## src/hdl/qs_pkg.sv

```systemverilog
// Shared constants, types and state encoding for the quicksort engine.
package qs_pkg;

  localparam int DEPTH  = 64;
  localparam int DATA_W = 32;
  localparam int CNT_W  = $clog2(DEPTH + 1);
  localparam int SET_W  = (DEPTH > 2) ? $clog2(DEPTH) : 1;

  typedef struct packed {
    logic                     v;
    logic signed [DATA_W-1:0] d;
  } link_t;

  typedef enum logic [1:0] {
    S_LOAD,
    S_SETTLE,
    S_DRAIN
  } state_t;

endpackage

```

## src/hdl/qs_cell.sv

```systemverilog
// One sorting cell: keeps the smaller value, passes the larger one right, shifts left on drain.
module qs_cell (
  input  logic          clk,
  input  logic          rst,
  input  logic          shift,
  input  qs_pkg::link_t left,
  input  qs_pkg::link_t right,
  output qs_pkg::link_t held,
  output qs_pkg::link_t pass
);
  import qs_pkg::*;

  always_ff @(posedge clk) begin
    if (rst) begin
      held.v <= 1'b0;
      pass.v <= 1'b0;
    end else if (shift) begin
      held   <= right;
      pass.v <= 1'b0;
    end else if (left.v) begin
      if (!held.v) begin
        held   <= left;
        pass.v <= 1'b0;
      end else if ($signed(left.d) < $signed(held.d)) begin
        held.d <= left.d;
        pass   <= held;
      end else begin
        pass <= left;
      end
    end else begin
      pass.v <= 1'b0;
    end
  end

endmodule

```

## config.mk

```make
export PLATFORM = sky130hd
export DESIGN_NAME = qs_cell
export DESIGN_NICKNAME = d
export VERILOG_FILES = /design/src/hdl/qs_pkg.sv /design/src/hdl/qs_cell.sv
export SDC_FILE = /design/constraint.sdc
export NUM_CORES = 1
export LEC_CHECK = 0
export ABC_AREA = 0
export BUFFER_PORTS_ARGS = -buffer_cell sky130_fd_sc_hd__buf_2
export CAP_MARGIN = 20
export CORE_MARGIN = 2
export CORE_UTILIZATION = 46
export CTS_BUF_LIST = sky130_fd_sc_hd__clkbuf_8
export DETAILED_ROUTE_END_ITERATION = 10
export GPL_TIMING_DRIVEN = 0
export PLACE_DENSITY_LB_ADDON = 0.1
export SLEW_MARGIN = 20
export SYNTH_ARGS = -nofsm -noshare
export SYNTH_HDL_FRONTEND = slang
export SYNTH_SLANG_ARGS = --single-unit
```

## constraint.sdc

```tcl
create_clock -name clk -period 5.86 [get_ports clk]
set_input_delay 1.172 -clock clk [delete_from_list [all_inputs] [get_ports clk]]
set_output_delay 1.172 -clock clk [all_outputs]
set_load 0.03 [all_outputs]
```

==> metrics.yaml, run 1 <==
io_buffer_count: 133
synth_nets: 359
max_clock_freq_mhz: 259.2
status: "finished, final reports clean"
n_antenna_cell: 0
area_growth_pct: 28.24
fin_crit_ns: 3.859
drc: 0
cts-root-buf: "clkbuf_8"
finalCritPeriodShare_pct: 65.85
vdd_drop_max_mv: 0.1745
multi_input_area_um2: 1559
grt_pass1_wl_mm: 11.87
ctsResizeCount: 0
io_pins: 135
synth.top_cells.by_count: "edfxtp_1 (64), mux2_2 (35), inv_1 (33)"
grt_max_degree: 22
synth_top_area_share_pct: 52.14
cp_slowest_cell: "a211oi_4"
clk_pin_slew_ns: 0.07
postSynth.asyncResetShare_pct: 0
placed_area_um2: 4549
power.density_nw_per_um2: 254.2
max-cap-violations: 0
seq_area_frac_synth_pct: 53.22
post-cts-setup-buffers: 0
synth_area_per_cell_um2: 14.23
regArea_um2: 1962
placed_cells: 501
drt_pre_antenna_iters: 4
nets: 510
p_leak_nw: 2.220
path_class: "input pin to register"
cts_hold_buffers: 0
slew_viol_final: 0
die_y_um: 93.52
postRouteWirelength_mm: 7.447
cts_max_level: 3
clock_latency_ns: 0.34
cts_tree: "built"
hold_viol_final: 0
n_fill_cell: 652
vias_per_cell: 4.899
worstSetupStartpointType: "input pin"
hpwl_mm: 5.962
hold_path_class: "register to register"
cp_max_fo: 21
vias: 2533
setup_viol: 0
cts_made_buffers: 9
finClkSkew_ns: 0.008952
rsz0062_at_grt: "no"
syn_area_um2: 3686
grt_pass1_vias: 2505
synth_edf_count: 64
crit_arrival_ns: 3.90
cts.path.max_buffers: 2
cpMostUsedCell: "a221o_1"
worstPathCellList: "buf_2 -> ha_1 -> a21o_1 -> a221o_1 -> a221o_1 -> o2bb2ai_1 -> a211oi_4 -> buf_6 -> o31a_2 -> buf_16"
final_area_um2: 4727
wl_per_cell_um: 14.40
yosysWarnings: 0
ys.flop_type: "edfxtp_1"
core_um2: 7727
synth_seq_cells: 66
instances_no_fill: 517
critPathRequiredTime_ns: 5.90
ys_top_cells_by_area: "edfxtp_1 (52%), mux2_4 (12%), mux2_2 (11%)"
ant_nets: 0
gp_congestion: 0.7610
slew_headroom_pct: 46.26
synth_cells: 259
synth.distinct_cells: 28
rows: 32
drive_gt1_share_pct: 53.49
first_iter_violations: 58
grt_use_total_pct: 18.01
worst_setup_path_end_kind: "register"
antenna_found_initial: 0
yosysTopAreaCell: "edfxtp_1"
die_area_um2: 8745
cts.sinks: 66
max_stage_delay_ns: 0.39
fp.dieW_um: 93.52
post-synth-top-count-cell: "edfxtp_1"
whs_ns: 0.5986
grt.overflow.total: 0
start_util_pct: 47.70
worst_pin_slew_ns: 0.7957
path summary, 6_finish.rpt:
kind	from	endpoint	slack [ns]	cells past startpoint
worst max-delay path	left[25]	held[14]$_DFFE_PP_	2.00	10
worst min-delay path	held[21]$_DFFE_PP_	pass[21]$_DFFE_PP_	0.60	1
worst max register to register	held[25]$_DFFE_PP_	held[14]$_DFFE_PP_	2.54	10
worst min register to register	held[21]$_DFFE_PP_	pass[21]$_DFFE_PP_	0.60	1
metrics by stage:
step	power (W)	utilization [%]	setup WS, ns	setup TNS (ns)
floorplan	0.0007785	-	0.2583	0
finish	0.001201	61.17	2.001	0
global placement	0.0008531	57.97	-2.182	-69.22
detailed placement	0.0008623	58.87	1.589	0
CTS	0.001215	61.17	1.959	0
global route	0.001261	61.17	1.827	0
cells by family after synthesis:
| logic type | share of synthesized area [%] |
|---|---|
| DFF | 53.22 |
| muxes | 22.51 |
| buffers and inverters | 4.684 |
| adders and majority gates | 10.52 |
| and+or+nand+nor | 3.870 |
| AOI/OAI and AO/OA | 5.194 |
worst max-delay path, delay by kind of cell:
| kind | cells | cell delay [ns] |
|---|---|---|
| buf+inv | 3 | 0.57 |
| fa+ha+maj | 1 | 0.30 |
| compound gates | 6 | 1.83 |
registers in the layout (all words and copies together), names as in the netlist:
signal  flops
held       33
pass       33
final cells by class:
cell class / count / share of cell area (%)
multi-input cells: 153 / 32.98
clock buffers: 9 / 2.620
clock inverters: 7 / 1.138
well taps: 102 / 2.700
repair buffers: 140 / 15.40
inverters: 33 / 2.620
plain buffers: 7 / 1.032
flip-flops and latches: 66 / 41.50
where the power goes:
group          internal, W  switching (W)  leakage (nW)  total [W]
Sequential        0.000551      0.0000120         0.611   0.000563
Clock             0.000188       0.000165         0.102   0.000353
Combinational     0.000142       0.000143          1.51   0.000285
per-layer routing:
layer  vias to the layer above  wire length (um)  global-route usage, %
met4                         0                92                  7.721
met5                         -                 0                      0
met2                        78              3601                  29.32
met1                      1179              3265                  22.25
met3                        12               488                  5.318
li1                       1264                 -                      -
layout by cell type, fill, tap and decap left out, types with 2 or more instances in the layout:
master | netlist | layout
buf_4 | 0 | 2
o21ai_0 | 4 | 4
edfxtp_1 | 64 | 64
a211oi_1 | 2 | 2
buf_6 | 3 | 3
inv_1 | 33 | 36
a21oi_1 | 12 | 12
nand3_1 | 2 | 2
clkinv_1 | 0 | 2
ha_1 | 31 | 31
buf_2 | 0 | 137
mux2_4 | 29 | 29
mux2_2 | 35 | 35
nor2_1 | 11 | 11
dfxtp_1 | 2 | 2
clkbuf_1 | 4 | 4
nand2_1 | 10 | 10
nand4_1 | 2 | 2
and4_1 | 2 | 2
clkbuf_8 | 0 | 9
a221o_1 | 2 | 2
Note: power is estimated with default switching activity, not from simulation.
==> run 2: changes to the inputs <==
--- a/config.mk
+++ b/config.mk
@@ -9,7 +9,7 @@
 export BUFFER_PORTS_ARGS = -buffer_cell sky130_fd_sc_hd__buf_2
 export CAP_MARGIN = 20
 export CORE_MARGIN = 2
-export CORE_UTILIZATION = 46
+export CORE_UTILIZATION = 50
 export CTS_BUF_LIST = sky130_fd_sc_hd__clkbuf_8
 export DETAILED_ROUTE_END_ITERATION = 10
 export GPL_TIMING_DRIVEN = 0
==> constraint.sdc (replaced) <==
create_clock -name clk -period 4 [get_ports clk]
set_input_delay 0.8 -clock clk [delete_from_list [all_inputs] [get_ports clk]]
set_output_delay 0.8 -clock clk [all_outputs]
set_load 0.03 [all_outputs]
==> run 2 against run 1 <==
  * Total power grew 49%
  * Clock skew increased by 0.0015 ns
  * Wire length rose by 2.7%
  * Count of clock-buffer cells in the layout grew 1
  * Register-to-register slack got worse by 1.9 ns
  * Sequential share of layout area decreased by 0.066 points
  * Worst setup slack got worse by 1.6 ns
  * Critical path depth is the same
  * Clock power grew 54%
  * Non-clock buffer count down 3
  * Die area down 7.7%
==> metrics.yaml, run 2 (synthesis gave the netlist of run 1 again) <==
clk_pin_slew_ns: 0.07
drc: 0
slew_viol_final: 0
grt_pass1_wl_mm: 12.36
cts.sinks: 66
status: "finished, final reports clean"
nets: 507
r2r_start: "held[25]$_DFFE_PP_"
final_common_cell: "buf_2"
min-delay-start: "held[25]$_DFFE_PP_"
worst_setup_path_end_kind: "register"
io_pins: 135
hold_viol_final: 0
finalCritPeriodShare_pct: 88.91
die_y_um: 89.86
hpwl_mm: 5.809
max_stage_delay_ns: 0.40
ctsResizeCount: 0
gp_congestion: 0.7398
antenna_found_initial: 0
hold_path_class: "register to register"
cts_hold_buffers: 0
fp.dieW_um: 89.86
vias: 2555
reg2reg_slack_ns: 0.64
worstPathCellList: "buf_2 -> ha_1 -> a21o_1 -> a221o_1 -> a221o_1 -> o2bb2ai_1 -> a211oi_4 -> buf_6 -> o31a_2 -> buf_16"
layout_setup_ws_ns: 0.4434
n_fill_cell: 590
cts_tree: "built"
grt_max_degree: 22
post-cts-setup-buffers: 0
postRouteWirelength_mm: 7.646
r2r-end: "held[4]$_DFFE_PP_"
ant_nets: 0
rows: 31
path_class: "input pin to register"
drive_gt1_share_pct: 53.77
max_clock_freq_mhz: 281.2
worstSetupStartpointType: "input pin"
cts_made_buffers: 9
grt_pass1_vias: 2552
start_util_pct: 51.09
cts-root-buf: "clkbuf_8"
clock_latency_ns: 0.33
reg_top3: "held (33), pass (33)"
io_buffer_count: 133
critPathRequiredTime_ns: 4.03
cp_slowest_cell: "a211oi_4"
setup_viol: 0
max-cap-violations: 0
cts.path.max_buffers: 2
grt_use_total_pct: 19.40
area_growth_pct: 28.45
min_delay_worst_endpoint: "pass[25]$_DFFE_PP_"
cts_max_level: 3
finalPower_w: 0.001788
finClkSkew_ns: 0.01043
path_delay_family: "compound AO/OA/AOI/OAI gates"
place_ws_ns: 0.05343
vdd_drop_max_mv: 0.2410
worst_pin_slew_ns: 0.8113
fin_crit_ns: 3.557
first_iter_violations: 84
cpMostUsedCell: "a221o_1"
layout_common_cells: "buf_2 (133), edfxtp_1 (64), inv_1 (35), mux2_2 (35), ha_1 (31)"
n_antenna_cell: 0
crit_arrival_ns: 3.59
critPathBufInv: 3
reg2regPathDepth: 10
power.density_nw_per_um2: 377.7
vias_per_cell: 5.010
whs_path_depth: 1
drt_pre_antenna_iters: 4
grt.overflow.total: 0
core_um2: 7214
p_leak_nw: 2.213
cp_max_fo: 21
slew_headroom_pct: 45.21
wl_per_cell_um: 14.99
die_area_um2: 8075
rsz0062_at_grt: "no"
fin_util_pct: 65.63
run 2: cell count changes in the layout (fill, tap and decap cells not counted):
cell	previous run	this run
buf_2	137	133
buf_6	3	5
clkinv_1	2	0
buf_4	2	1
clkbuf_8	9	10
clkinv_2	1	2
inv_1	36	35
nor4b_2	1	0
nor4b_4	0	1
run 2: worst max-delay path by stage:
stage,endpoint,depth (start not counted),start,slack (ns)
after CTS,held[4]$_DFFE_PP_,10,left[25],0.40
final,held[4]$_DFFE_PP_,10,left[25],0.44
after global placement,pass[14]$_DFFE_PP_,3,shift,-0.91
after detailed placement,held[10]$_DFFE_PP_,10,left[25],0.05
after global routing,held[31]$_DFFE_PP_,10,left[25],0.31
after floorplan,held[0]$_DFFE_PP_,8,left[25],0.1
run 2: worst register-to-register path: cells and delay by family (launching register included):
kind,cells,cell delay (ns)
AOI/OAI and AO/OA,6,1.88
DFF,1,0.40
buffers and inverters,3,0.55
adders and majority gates,1,0.23
run 2: final cells by class:
cell class | instances | area [um2] | share of cell area, %
Inverter | 33 | 123.9 | 2.616
Sequential cell | 66 | 1962 | 41.44
Clock buffer | 10 | 137.6 | 2.907
Clock inverter | 5 | 47.55 | 1.004
Buffer | 7 | 48.80 | 1.031
Multi-Input combinational cell | 153 | 1568 | 33.11
Timing Repair Buffer | 137 | 723.2 | 15.27
Tap cell | 99 | 123.9 | 2.616
run 2: per-stage QoR:
step / std cells / cell area (um2) / hold WS, ns / TNS (ns)
after floorplan: 259 / 3692 / 0.7523 / 0
after global placement: 491 / 4482 / 0.5803 / -53.40
after detailed placement: 495 / 4549 / 0.5934 / 0
after CTS: 510 / 4735 / 0.6073 / 0
after global routing: 510 / 4735 / 0.6254 / 0
final: 510 / 4735 / 0.6049 / 0
run 2: layer usage:
layer / global-route usage [%] / wire length, um / vias up
li1: - / - / 1264
met1: 23.90 / 3179 / 1194
met2: 33.08 / 3859 / 85
met3: 4.526 / 471 / 12
met4: 7.821 / 136 / 0
met5: 0 / 0 / -
run 2: report_power, final:
part	switching (W)	internal, W	leakage [nW]
Combinational	0.000212	0.000208	1.50
Clock	0.000247	0.000295	0.105
Sequential	0.0000179	0.000808	0.611
